$ cat config.mk
export PLATFORM = sky130hd
export DESIGN_NAME = htt_ram
export DESIGN_NICKNAME = d
export VERILOG_FILES = /design/src/rtl/core/htt_ram.sv
export SDC_FILE = /design/constraint.sdc
export NUM_CORES = 2
export LEC_CHECK = 0
export ABC_CLOCK_PERIOD_IN_PS = 4670
export BUFFER_PORTS_ARGS = -buffer_cell sky130_fd_sc_hd__buf_2
export CORE_ASPECT_RATIO = 1.4
export CORE_MARGIN = 2
export CORE_UTILIZATION = 65
export DETAILED_ROUTE_END_ITERATION = 8
export PLACE_DENSITY = 0.81
export REMOVE_ABC_BUFFERS = 1
export SYNTH_ARGS = -nofsm -noshare
export SYNTH_HDL_FRONTEND = slang
export SYNTH_SLANG_ARGS = --single-unit
$ cat constraint.sdc
create_clock -name clk -period 4.67 [get_ports clk]
set_clock_uncertainty 0.2 [all_clocks]
set_input_delay 0.934 -clock clk [delete_from_list [all_inputs] [get_ports clk]]
set_output_delay 0.934 -clock clk [all_outputs]
set_load 0.02 [all_outputs]
$ cat src/rtl/core/htt_ram.sv
module htt_ram #(
	parameter int WIDTH = 8,
	parameter int DEPTH = 256
) (
	input  logic                     clk,
	input  logic                     we,
	input  logic [$clog2(DEPTH)-1:0] waddr,
	input  logic [WIDTH-1:0]         wdata,
	input  logic [$clog2(DEPTH)-1:0] raddr,
	output logic [WIDTH-1:0]         rdata
);

	logic [WIDTH-1:0] mem [DEPTH];

	always_ff @(posedge clk) begin
		if (we) begin
			mem[waddr] <= wdata;
		end
		rdata <= mem[raddr];
	end

endmodule

Word level (Yosys, flattened, before mapping)
Memory sizes are Yosys's and may differ from the RTL's. A register that Yosys moved wholly into a read port is not among the register bits.
Cells that the tools add are included.
{"block": "totals", "output_inout_bits": 8, "ff_bits": 0, "latchBits": 0, "ramBits": 2048, "mem_count": 1, "word_cells": 3, "rom_bits": 0}
{"name": "mem", "depth": 256, "word_bits": 8, "rd": 1, "rd_clocked_by_memory_dff": 1, "write_ports": 1, "line_no": "13", "rtl": "logic [WIDTH-1:0] mem [DEPTH];"}
{"block": "op_classes", "n_eq_ne": 0, "muxes": 2, "mul": 0, "n_bitwise": 0, "addsub": 0, "shift": 0, "n_reduce_logical": 0, "n_div": 0, "n_lt_le_gt_ge": 0}
{"operator": "1-bit 2-to-1 mux", "n": 2}

Depth between registers and ports, before layout
{"block": "depth", "word_depth": 2, "mapped_depth": 11, "ltp_nobuf": 6}

Worst setup path after synthesis
No wires, ideal clock.
{"block": "synth_path", "path_kind": "input to register", "from": "input port raddr[0]", "to": "register rdata[2] (read register of mem)", "setup_ns": 0.131, "slack_ns": 1.598, "t_required_ns": 4.339, "n_path_buf": 4, "cell_stages": 9, "t_arrival_ns": 2.741, "path_cell_list": "buf_6 -> buf_12 -> buf_8 -> buf_2 -> mux4_2 -> a22oi_1 -> a21oi_1 -> nor4_1 -> nor4_2"}
{"element": "start: declaration", "line_no": "9", "rtl": "input logic [$clog2(DEPTH)-1:0] raddr,"}
{"element": "end: declaration", "line_no": "10", "rtl": "output logic [WIDTH-1:0] rdata"}

==> flow_summary.yaml <==
floorplanning:
  io_pins: 34
  fp-row-count: 151
  start_util: 0.656
  die_w_um: 300
  die_h_um: 418
  core_area_um2: 121000
  die_area_um2: 125000
yosys:
  synth_compound_area_frac: 0.0342
  synth-main-ff-cell: "edfxtp_1"
  synth_edf_count: 2048
  synth_common_cells: "edfxtp_1, mux4_2, nor2_1"
  ys_types: 55
  synth_fa_ha_area_frac: 0
  synth_area_leaders: "edfxtp_1, mux4_2, mux2i_1, nor2_1, a22oi_1"
  syn_avg_cell_area_um2: 21.3
  yosys_register_bits: 2056
  yosysSeqAreaShare: 0.775
  yosys.cell_count.top_type: "edfxtp_1"
  synth.largest_area_cell: "edfxtp_1"
  netlist_instances: 3733
  synth_top_family_by_area: "multiplexers"
  syn_area_um2: 79600
  synthMuxAreaShare: 0.146
  yosys.area_share.xor_xnor: 0
  async_flop_share: 0
  yosysTopAreaCellShare: 0.773
  synth_warnings: 0
  yosys.area_share.simple: 0.0263
critical_path:
  end_kind: "flip-flop"
  startpoint: "raddr[0]"
  crit_top_cell: "buf_4"
  r2r-start: "mem[83][3]$_DFFE_PP_"
  worstSetupPathType: "primary input to flip-flop"
  start_kind: "primary input"
  crit_fanout: 22
  path_cells: "buf_8 -> buf_4 -> buf_4 -> mux4_2 -> a22oi_1 -> a21oi_1 -> nor4_1 -> buf_4 -> nor4_1"
  cp_slowest_stage_delay_ps: 1180
  slowest_stage: "nor4_1"
  cp_data_arrival_time_ps: 4560
  crit_required_ps: 5140
finish:
  ff_latch_area_um2: 61700
  drive_gt1_frac: 0.238
  final_nets: 3943
  fillers: 6349
  syn_to_final_growth_pct: 10.6
  multi_input_area_um2: 16500
drt:
  vias: 41179
  drt_wl_total_um: 205000
  ant_nets: 0
  drt_iter0_markers: 5975
  wire_per_inst_um: 36.2
  via_per_inst: 7.26
  dr.pass1.iters: 6
  drc: 0
cts:
  cts_resized: 0
  cts_buffers: 177
  cts-root-buf: "clkbuf_16"
  clk_path_buf_depth: 3
  cts-htree-levels: 4
  clock_sinks: 2056
  post_cts_buffers: 0
  hold_buffers: 0
  clk_latency_ps: 830
  tritoncts: "done"
  clkSlewWorstSetupHoldPaths_ps: 70
min_path:
  hold_class: "primary input to flip-flop"
  hold_start: "wdata[6]"
global_routing:
  grt_pass1_vias: 41852
  overflow: 0
  grt_max_degree: 134
  grt_pass1_wl_um: 295000
  grt_usage: 0.334
  antenna_found_initial: 9
outcome:
  violations: "max-capacitance violations, max-slew violations"
  status: "finished with violations"
timing:
  tightestPinTransition_ps: 1490
  min_period_over_period: 0.876
  min_period_ps: 4090
  hold_violations: 0
  relSlewSlack: -0.000892
  clock.fmax_mhz: 244
  slew_viol_final: 1
  fin_tns_setup_ps: 0
  hold_ws_ps: 486
  finalSetupViolCount: 0
  rsz0062_at_grt: "false"
job:
  cap_violations: 1
placed_design:
  routabilityCongestion: 0.893
  dp_hpwl_um: 121000
  io_buffers: 33
pwr:
  power.density_nw_per_um2: 421
  leakage_uw: 0.0273
  peakVddDrop_mv: 0.448
==> stage by stage <==
| step | area (um2) | instances | power, uW | setup WS (ps) | utilization |
|---|---|---|---|---|---|
| after floorplan | 78100 | 3500 | 21500 | 1130 | - |
| after global placement | 82200 | 5344 | 22600 | 203 | 0.678 |
| after detailed placement | 82200 | 5344 | 22600 | 150 | 0.678 |
| after CTS | 88000 | 5666 | 37000 | 942 | 0.725 |
| after global routing | 88000 | 5668 | 37700 | 566 | 0.725 |
| final | 88000 | 5671 | 37000 | 579 | 0.725 |
==> worst max-delay path, delay by kind of cell <==
kind,cells,cell delay [ps]
buffers and inverters,4,1390
AND/OR/NAND/NOR,2,1230
AO/OA/AOI/OAI,2,410
multiplexers,1,530
==> path summary, 6_finish.rpt <==
check	slack [ps]	cells after the start	to
worst max-delay path	580	9	rdata[4]$_DFF_P_
worst min-delay path	490	1	mem[86][6]$_DFFE_PP_
worst min register to register	860	6	rdata[6]$_DFF_P_
worst max register to register	1250	6	rdata[3]$_DFF_P_
==> cells in the final DEF, fill, tap and decap left out, types with 10 or more instances in the layout <==
cell type,instances
a211oi_1,16
a21oi_1,96
a221oi_1,13
a22oi_1,133
buf_12,22
buf_2,21
buf_4,185
bufinv_16,16
clkbuf_1,36
clkbuf_16,177
clkbuf_8,14
clkinv_1,34
clkinv_2,29
edfxtp_1,2048
mux2i_1,134
mux4_2,454
nand2_1,33
nand3_1,34
nand4_1,10
nor2_1,279
nor2b_1,28
nor3_1,22
nor4_1,22
o211ai_1,10
o21ai_0,10
o221ai_1,46
o22ai_1,28
==> flip-flops by register name, indices dropped and copies added, names as in the netlist <==
signal / cells
mem: 2048
rdata: 8
==> final cells by class <==
type	instances	share of cell area
diodes	5	0.000142
clock buffers	219	0.0528
clock inverters	103	0.0124
inverters	2	0.0000853
multi-input cells	1442	0.187
flip-flops and latches	2056	0.701
well taps	1606	0.0228
repair buffers	238	0.0236
==> report_power, final <==
part           internal, uW  switching [uW]  total [uW]
clock network          8020            6710       14700
registers             20300            47.9       20400
logic                   652            1270        1920
total                 29000            8020       37000
==> layer usage <==
layer	vias to the layer above	global-route usage	wire length [um]	part of all wire
met5	-	0	48	0.00023
li1	16019	-	-	-
met1	20994	0.412	64600	0.31
met3	791	0.0736	23300	0.11
met2	3367	0.541	102000	0.50
met4	8	0.213	15500	0.076
==> logic make-up (layout without fill, tap and decap cells) <==
| group | count (synthesis) | after routing |
|---|---|---|
| AO/OA/AOI/OAI | 385 | 385 |
| buffers and inverters | 235 | 562 |
| flip-flops | 2056 | 2056 |
| multiplexers | 591 | 591 |
| other | 0 | 5 |
| AND/OR/NAND/NOR | 466 | 466 |
Note: power is estimated with default switching activity, not from simulation.
