### config.mk
export PLATFORM = sky130hd
export DESIGN_NAME = htt_tri
export DESIGN_NICKNAME = d
export VERILOG_FILES = /design/src/rtl/core/htt_pkg.sv /design/src/rtl/core/htt_tri.sv
export SDC_FILE = /design/constraint.sdc
export NUM_CORES = 1
export LEC_CHECK = 0
export ABC_AREA = 1
export ABC_CLOCK_PERIOD_IN_PS = 12600
export BUFFER_PORTS_ARGS = -buffer_cell sky130_fd_sc_hd__buf_4
export CAP_MARGIN = 20
export CORE_MARGIN = 4
export CORE_UTILIZATION = 45
export DETAILED_ROUTE_END_ITERATION = 12
export HOLD_SLACK_MARGIN = 0.03
export MAX_ROUTING_LAYER = met4
export PLACE_DENSITY = 0.73
export SLEW_MARGIN = 20
export SYNTH_ARGS = -nofsm -noshare
export SYNTH_HDL_FRONTEND = slang
export SYNTH_SLANG_ARGS = --single-unit
### constraint.sdc
create_clock -name clk -period 12.6 [get_ports clk]
set_clock_uncertainty 0.2 [all_clocks]
set_input_delay 0 -clock clk [delete_from_list [all_inputs] [get_ports clk]]
set_output_delay 0 -clock clk [all_outputs]
set_load 0.02 [all_outputs]
### src/rtl/core/htt_pkg.sv
package htt_pkg;

	localparam int NUM_BINS        = 256;
	localparam int BIN_W           = $clog2(NUM_BINS);
	localparam int MAX_PIXELS_LOG2 = 22;
	localparam int CNT_W           = MAX_PIXELS_LOG2 + 1;
	localparam int OUT_CNT_W       = 23;
	localparam int DIFF_W          = CNT_W + 1;
	localparam int PROD_W          = DIFF_W + BIN_W + 1;
	localparam int DIST_W          = PROD_W + 1;

	localparam logic [CNT_W-1:0] BIN_CAP = {1'b1, {MAX_PIXELS_LOG2{1'b0}}};

	typedef struct packed {
		logic [BIN_W-1:0] pixel;
		logic             last_pixel;
	} pix_t;

	typedef struct packed {
		logic [BIN_W-1:0]     threshold;
		logic [BIN_W-1:0]     peak_bin;
		logic [OUT_CNT_W-1:0] peak_count;
		logic [BIN_W-1:0]     min_bin;
		logic [OUT_CNT_W-1:0] min_count;
	} res_t;

	typedef struct packed {
		logic [BIN_W-1:0]         lo;
		logic [CNT_W-1:0]         hl;
		logic [BIN_W-1:0]         dx;
		logic signed [DIFF_W-1:0] dy;
	} tri_cfg_t;

endpackage

### src/rtl/core/htt_tri.sv
module htt_tri (
	input  logic                           clk,
	input  logic                           arst_n,
	input  logic                           start,
	input  htt_pkg::tri_cfg_t              cfg,
	input  logic                           bin_valid,
	input  logic [htt_pkg::BIN_W-1:0]      bin_idx,
	input  logic [htt_pkg::CNT_W-1:0]      bin_count,
	output logic [htt_pkg::BIN_W-1:0]      pick,
	output logic                           busy
);

	htt_pkg::tri_cfg_t                     cfg_q;
	logic signed [htt_pkg::PROD_W-1:0]     acc_q;
	logic signed [htt_pkg::DIFF_W-1:0]     hdiff;
	logic signed [htt_pkg::BIN_W:0]        dxs;
	logic signed [htt_pkg::PROD_W-1:0]     prod;
	logic                                  v_s1;
	logic signed [htt_pkg::PROD_W-1:0]     ta_s1;
	logic signed [htt_pkg::PROD_W-1:0]     prod_s1;
	logic [htt_pkg::BIN_W-1:0]             idx_s1;
	logic signed [htt_pkg::DIST_W-1:0]     diff;
	logic [htt_pkg::DIST_W-1:0]            dist_abs;
	logic                                  v_s2;
	logic [htt_pkg::DIST_W-1:0]            d_s2;
	logic [htt_pkg::BIN_W-1:0]             idx_s2;
	logic [htt_pkg::DIST_W-1:0]            best_q;
	logic [htt_pkg::BIN_W-1:0]             pick_q;

	assign hdiff = $signed({1'b0, bin_count}) - $signed({1'b0, cfg_q.hl});
	assign dxs   = $signed({1'b0, cfg_q.dx});
	assign prod  = htt_pkg::PROD_W'(hdiff) * htt_pkg::PROD_W'(dxs);

	assign diff = $signed({ta_s1[htt_pkg::PROD_W-1], ta_s1})
		- $signed({prod_s1[htt_pkg::PROD_W-1], prod_s1});
	assign dist_abs = diff[htt_pkg::DIST_W-1] ? htt_pkg::DIST_W'(-diff)
		: htt_pkg::DIST_W'(diff);

	always_ff @(posedge clk) begin
		if (start) begin
			cfg_q <= cfg;
		end
		if (bin_valid) begin
			ta_s1   <= acc_q;
			prod_s1 <= prod;
			idx_s1  <= bin_idx;
		end
		if (v_s1) begin
			d_s2   <= dist_abs;
			idx_s2 <= idx_s1;
		end
	end

	always_ff @(posedge clk or negedge arst_n) begin
		if (!arst_n) begin
			acc_q  <= '0;
			best_q <= '0;
			pick_q <= '0;
			v_s1   <= 1'b0;
			v_s2   <= 1'b0;
		end else begin
			v_s1 <= bin_valid && !start;
			v_s2 <= v_s1 && !start;
			if (start) begin
				acc_q  <= '0;
				best_q <= '0;
				pick_q <= cfg.lo;
			end else begin
				if (bin_valid) begin
					acc_q <= acc_q + htt_pkg::PROD_W'(cfg_q.dy);
				end
				if (v_s2 && d_s2 > best_q) begin
					best_q <= d_s2;
					pick_q <= idx_s2;
				end
			end
		end
	end

	assign pick = pick_q;
	assign busy = v_s1 || v_s2;

`ifndef SYNTH
	a_start_clears: assert property (@(posedge clk) disable iff (!arst_n)
		start |=> (acc_q == '0 && best_q == '0 && !v_s1))
		else $error("triangle unit not cleared on start");
	a_best_grows: assert property (@(posedge clk) disable iff (!arst_n)
		(!start && v_s2) |=> best_q >= $past(best_q))
		else $error("best distance decreased");
	a_acc_steps: assert property (@(posedge clk) disable iff (!arst_n)
		(!start && bin_valid)
		|=> acc_q == $past(acc_q) + htt_pkg::PROD_W'($past(cfg_q.dy)))
		else $error("run term did not advance by dy");
`endif

endmodule

# Yosys cells after proc, flatten, opt, wreduce, memory -nomap -nowiden
# Cells that the tools add are included.
[word_totals]
ff_bits = 248
out_inout_bits = 9
elab_cells = 34
[op_classes]
addsub = 4
n_mul = 1
n_lt_le_gt_ge = 1
n_mux = 7
reduce_logical = 7
[ops]
columns = ["operator", "count"]
rows = [
  ["$mux 33", 3],
  ["$mux 34", 2],
  ["$gt 34x34->1", 1],
  ["$neg 34->34", 1],
  ["$sub 33x33->34", 1],
  ["$add 33x24->33", 1],
  ["$mul 24x9->33", 1],
  ["$sub 23x23->24", 1],
  ["$mux 8", 2],
  ["$reduce_bool 2->1", 2],
  ["$logic_and 1x1->1", 3],
  ["$logic_not 1->1", 1],
  ["$logic_or 1x1->1", 1],
]

# Logic depth before layout (Yosys ltp)
# Gate-level depths: netlist of the first run.
[depth]
depth_word = 4
depth_mapped = 35
ltp_nobuf = 35

# Worst setup path before layout of the first run
# OpenSTA, ideal clock, no wires.
[synth_path]
path_type = "reg-to-reg"
startpoint = "reg cfg_q[32] (netlist bit)"
endpoint = "reg prod_s1[29] (netlist bit) (data pin)"
setup_ns = 0.253
arrival_time_ns = 5.682
required_time_ns = 12.147
slack_ns = 6.465
path_stages_with_launch = 30
path_buffers = 0
path_cell_list = "edfxtp_1 -> ha_1 -> fa_1 -> nand3b_1 -> nand2_1 -> inv_1 -> nor2_1 -> nor2_2 -> inv_2 -> a21oi_1 -> o21ai_0 -> xor2_1 -> nand2_1 -> fa_1 -> inv_1 -> fa_1 -> fa_1 -> inv_1 -> fa_1 -> inv_1 -> ha_1 -> nand2_1 -> nor2_1 -> inv_1 -> o21ai_0 -> a21oi_1 -> o21ai_0 -> nand2_1 -> nand4_1 -> nand2_1"
[synth_via]
elab_chain_cells = 2
[synth_rtl]
columns = ["element", "line_no", "text"]
rows = [
  ["from (decl)", "htt_tri.sv:13", "htt_pkg::tri_cfg_t cfg_q;"],
  ["from (signal assigned)", "htt_tri.sv:41", "cfg_q <= cfg;"],
  ["$sub 23x23->24", "htt_tri.sv:30", "assign hdiff = $signed({1'b0, bin_count}) - $signed({1'b0, cfg_q.hl});"],
  ["$mul 24x9->33", "htt_tri.sv:32", "assign prod = htt_pkg::PROD_W'(hdiff) * htt_pkg::PROD_W'(dxs);"],
  ["named net prod, one bit", "htt_tri.sv:17", "logic signed [htt_pkg::PROD_W-1:0] prod;"],
  ["to (signal assigned)", "htt_tri.sv:45", "prod_s1 <= prod;"],
  ["to (decl)", "htt_tri.sv:20", "logic signed [htt_pkg::PROD_W-1:0] prod_s1;"],
]
# The timed path passes the listed nets, and every way through them passes these cells.
# A chain may end at the register's enable or synchronous reset.

# Worst setup path in the final report of the first run
# Same ends and word-level chain as after synthesis.

==> results.toml, run 1 <==
[floorplanning]
rows = 80
core-area_um2 = 48150
design.die.area_um2 = 52630
fp.dieH_um = 229.4
die_x_um = 229.4
initial_core_util_pct = 45.82
io_pins = 107

[cts]
clkTransAtPathRegs_ps = 60
clk_latency_ps = 580
htreeDepth = 1
cts_tree = "built"
cts_sinks = 248
ctsResizeCount = 0
cts_max_path_buffers = 3
cts-hold-fix-buffers = 156
cts_setup_buffers = 0
root_buffer = "clkbuf_16"
cts_made_buffers = 29

[worst_setup_path]
arrival_ps = 6910
path_max_fanout = 4
critPathLaunchType = "register"
cp-end-kind = "register"
crit_type = "register to register"
slowest_delay_ps = 550
required_ps = 12720
cp_slowest_cell = "fa_1"
rr_worst_depth = 29

[synth]
synth_edf_count = 171
synth_flop_cell = "edfxtp_1"
synthSimpleGateAreaFrac_pct = 21.75
synth_mux_area_share_pct = 0.3630
synthAdderAreaFrac_pct = 24.60
synth_warnings = 0
ys_seq_elements = 248
avgSynthCellArea_um2 = 8.072
async_reset_ff_share_pct = 31.05
synth-xor-area-share_pct = 3.000
synth_compound_area_share_pct = 8.258
synthDistinctLibCells = 49
synthesis.area_um2 = 22060
yosysSeqAreaShare_pct = 32.01
synth_top_family_by_area = "adder cells"
syn-num-nets = 3173
synth_cells = 2733

[sta]
finalSetupViolCount = 0
hold_viol_final = 0
fin_crit_sh_pct = 53.85
fmax_mhz = 147.4
tns_ps = 0
maxSlewViolCount = 0
rsz0062_at_grt = "false"
tightest_slew_ps = 911.8
period_minus_slack_ps = 6785
slew_headroom_pct = 39.21

[place]
io_buffers = 106
dp_hpwl_um = 42770
dpl.cell_count = 3467
gp_congestion = 0.9434

[final_layout]
fin_nets = 3438
layout-drive-gt1-share_pct = 7.878
area.growth.synth_to_final_pct = 18.46
diodes = 0
final_cells = 3677

[grt]
grt_max_degree = 54
use_met3_pct = 2.870
grt_busiest_layer = "met2"
grt-ovfl-total = 0
grt_first_pass_wirelength_um = 92070
groute.usage.overall_pct = 21.65
antenna_found_initial = 1
grt_pass1_vias = 18950
grt_use_met1_pct = 25.89
use_met2_pct = 38.38

[route]
vias = 18266
wl_per_cell_um = 15.04
wl_um = 55320
dr.pass1.iters = 5
vias_per_cell = 4.968
drc_errors = 0
final_antenna_net_count = 0
drt_iter0_drc = 1124

[min_path]
hold_path_class = "input port to register"
whs_path_depth = 3

[flow_run]
maxCapViolCount = 0

[outcome]
status = "finished, final reports clean"
==> critical path, delay by kind of cell (launching register included) <==
kind / cells / cell delay [ps]
fa+ha+maj: 7 / 3050
compound gates: 5 / 1220
simple gates: 10 / 1070
flops: 1 / 370
buf+inv: 6 / 310
xor+xnor: 1 / 300
==> synthesized netlist by cell type (all sizes together), types with 3 or more instances <==
cell | count | area, um^2
o21ai | 124 | 631.9
xnor2 | 33 | 304.0
o211ai | 6 | 45.04
a21oi | 133 | 676.9
clkbuf | 29 | 108.9
nand3 | 88 | 460.4
nor4 | 3 | 18.77
o21a | 8 | 60.06
and2 | 5 | 31.28
or2 | 23 | 143.9
inv | 546 | 2049
edfxtp | 171 | 5135
o21bai | 14 | 105.1
nor2 | 292 | 1144
dfrtp | 77 | 1927
o2111ai | 3 | 26.28
mux2i | 8 | 80.08
ha | 189 | 2365
nand4 | 29 | 181.4
a21o | 9 | 67.56
buf | 8 | 51.29
nand3b | 17 | 127.6
nor3 | 22 | 110.1
nand2 | 676 | 2580
fa | 153 | 3063
a31oi | 6 | 37.54
xor2 | 40 | 357.8
a211oi | 5 | 37.54
a21boi | 6 | 45.04
==> cell families (layout without fill, tap and decap cells) <==
kind of cell | count (synthesis) | count (layout)
xor gates and xnor gates | 73 | 73
adders and majority gates | 342 | 342
buffers and inverters | 583 | 871
DFF | 248 | 248
muxes | 8 | 8
AOI/OAI and AO/OA | 324 | 324
and+or+nand+nor | 1155 | 1155
==> sequential cells by signal (all words and copies together), names as in the netlist <==
signal   cells
acc_q       33
v_s2         1
pick         8
d_s2        34
idx_s2       8
prod_s1     33
ta_s1       33
best_q      34
v_s1         1
cfg_q       55
idx_s1       8
==> metrics by stage <==
step	hold WS, ps	util [%]	setup WS (ps)	cell area (um^2)
2_1_floorplan	-495.6	-	6465	22060
3_3_place_gp	-22.14	49.00	5890	23590
3_5_place_dp	-20.74	49.00	5842	23590
4_1_cts	182.1	54.28	5799	26130
5_1_grt	214.2	54.28	5257	26130
6_report	211.8	54.28	5815	26130
==> layer usage <==
layer,up-vias,share of wire [%]
met4,0,2.9
li1,9161,-
met3,109,4.5
met5,-,0
met2,426,50
met1,8570,42
==> cell type report <==
cell class | count | area (um^2)
clock buffers | 37 | 765.7
clock inverters | 17 | 205.2
fillers | 4285 | 22010
inverters | 546 | 2049
multi-input cells | 1902 | 12790
flip-flops and latches | 248 | 7063
well taps | 656 | 820.8
repair buffers | 271 | 2435
==> cells in the final DEF (no fill, tap or decap), types with 14 or more instances in the layout <==
master           n
fa_1           153
dfrtp_1         76
nand3_1         84
o21bai_1        14
nand2_2         17
inv_1          536
xor2_1          39
nand4_1         29
nor2_1         277
or2_2           22
clkbuf_16       29
a21oi_1        130
buf_4          115
ha_1           189
nand2_1        659
xnor2_1         31
edfxtp_1       171
nand3b_1        17
dlygate4sd3_1  155
o21ai_0        114
nor3_1          22
==> path summary, 6_finish.rpt <==
path | start | slack (ps) | to
max in group asynchronous | arst_n | 11180 | acc_q[29]
worst min register to register | idx_s1[3] | 220 | idx_s2[3]
worst max register to register | cfg_q[32] | 5810 | prod_s1[29]
worst max-delay path | cfg_q[32] | 5810 | prod_s1[29]
min in group asynchronous | arst_n | 360 | acc_q[2]
worst min-delay path | start | 210 | v_s2
Power of run 1 is left out: the tool's default activity adds up to more than one toggle a clock period on the data nets, which glitch-free logic cannot reach.
==> run 2: changes to the inputs <==
ABC_CLOCK_PERIOD_IN_PS = 5500   (was 12600)
PLACE_DENSITY = 0.75   (was 0.73)
clock period = 5.5 ns   (was 12.6 ns; I/O delays follow)
==> run 2 against run 1 <==
  * The flow now finishes with violations (negative setup slack)
  * Hold slack got worse by 100 ps
  * Global-route usage rose by 1.4 points
  * Die area is the same
  * Critical path depth fell by 2
  * Sequential share of layout area fell by 2.9 points
  * Maximum frequency rose by 9.9%
==> results.toml, run 2 (same netlist as run 1, synthesis figures left out) <==
[floorplanning]
core-area_um2 = 48150
io_pins = 107
design.die.area_um2 = 52630
die_x_um = 229.4
rows = 80
fp.dieH_um = 229.4
initial_core_util_pct = 45.82

[final_layout]
regMostFlops = "cfg_q"
layout.cells.most_common = "nand2_1"
finalInstanceArea_um2 = 29260
area.growth.synth_to_final_pct = 32.62
largest_reg_flops = 55
finish.utilization_pct = 60.77
fillers = 3916
reg_top3 = "cfg_q x55, best_q x34, d_s2 x34"
final_cell_mix = "nand2_1 (622), inv_1 (498), buf_4 (319)"
fin_nets = 3658
layout-drive-gt1-share_pct = 21.07

[grt]
grt_first_pass_wirelength_um = 97900
grt_use_met1_pct = 27.54
grt_max_degree = 70
grt_busiest_layer = "met2"
use_met3_pct = 2.212
groute.usage.overall_pct = 23.02
grt-ovfl-total = 0
antenna_found_initial = 2
use_met2_pct = 41.11
grt_pass1_vias = 20042

[cts]
cts_max_path_buffers = 3
cts_sinks = 248
clk_latency_ps = 600
cts_tree = "built"
root_buffer = "clkbuf_16"
clkTransAtPathRegs_ps = 60
cts_made_buffers = 30
htreeDepth = 1

[worst_setup_path]
r2r_start = "cfg_q[32]"
required_ps = 5630
r2r_end = "prod_s1[22]"
path_max_fanout = 5
rr_worst_depth = 27
arrival_ps = 6310
critPathLaunchType = "register"
r2r_slack_ps = -680
cp-end-kind = "register"
crit_type = "register to register"

[route]
drt_iter0_drc = 1212
vias_per_cell = 4.984
wl_um = 60410
final_antenna_net_count = 0
dr.pass1.iters = 5
vias = 19431
drc_errors = 0
wl_per_cell_um = 15.49

[sta]
hold_viol_final = 0
finalSetupViolCount = 25
final.setup.worst_slack_ps = -675.6
rsz0062_at_grt = "true"
fin_crit_sh_pct = 112.3
holdWs_ps = 107.7
slew_headroom_pct = 35.68
fmax_mhz = 161.9
period_minus_slack_ps = 6176
tightest_slew_ps = 964.7
maxSlewViolCount = 0

[place]
io_buffers = 106
dpl_cell_area_um2 = 25420
dp_hpwl_um = 43400
gp_congestion = 0.9491

[flow_run]
maxCapViolCount = 0

[min_path]
hold_path_class = "input port to register"
hold_path_end = "acc_q[5]"
whs_path_depth = 4
worstHoldStart = "bin_valid"

[outcome]
status = "complete, but fails checks"
violations = "negative setup slack"
-- run 2: timing repair --
| item | 4_1_cts | 5_1_grt |
|---|---|---|
| pin swaps | 60 | 38 |
| hold buffers | 157 | 0 |
| setup endpoints to repair | 22 | 26 |
| hold endpoints to repair | 238 | 0 |
| gates cloned | 0 | 0 |
| buffers inserted | 20 | 10 |
| resized for setup | 109 | 118 |
-- run 2: metal layers --
layer | part of all wire (%) | vias to the layer above | wire length (um)
met3 | 4.5 | 151 | 2743
met4 | 3.9 | 0 | 2352
li1 | - | 9602 | -
met1 | 41 | 9143 | 24660
met2 | 51 | 535 | 30660
met5 | 0 | - | 0
-- run 2: stage by stage --
stage	setup TNS, ps	cells	setup slack (ps)
2_1_floorplan	-1417	2733	-256.7
3_3_place_gp	-5895	3657	-459.3
3_5_place_dp	-7918	3657	-592.0
4_1_cts	-6553	3890	-459.9
5_1_grt	-15910	3898	-889.1
6_report	-10850	3899	-675.6
-- run 2: layout make-up --
class,count,area (um^2),share of cell area [%]
multi-input cells,1902,14030,47.97
flip-flops and latches,248,7063,24.14
repair buffers,490,4143,14.16
inverters,546,2057,7.031
well taps,656,820.8,2.805
clock buffers,34,775.7,2.651
clock inverters,22,360.3,1.232
diodes,1,2.502,0.008553
-- run 2: how the worst max path moves through the flow --
stage	startpoint	endpoint	slack [ps]
after detailed placement	cfg_q[39]	prod_s1[30]	-590
after floorplan	cfg_q[32]	prod_s1[30]	-260
final	cfg_q[32]	prod_s1[22]	-680
after global placement	cfg_q[40]	prod_s1[29]	-460
after global routing	cfg_q[40]	prod_s1[30]	-890
after CTS	cfg_q[32]	prod_s1[30]	-460
-- run 2: critical path, cell delays in order, from the launching register on --
cell	delay [ps]
edfxtp_1	420
ha_4	180
fa_2	340
nand3b_1	210
nand2_2	120
buf_4	110
buf_6	80
buf_4	90
buf_4	100
xor2_1	130
buf_4	200
inv_4	60
nor2_4	100
fa_1	450
fa_1	500
fa_1	560
inv_2	40
fa_1	510
inv_2	50
ha_4	260
a21oi_2	150
buf_4	130
a21boi_4	240
o21bai_4	90
a21boi_2	170
o21bai_1	110
buf_4	140
xor2_1	150
Power of run 2 is left out for the same reason.
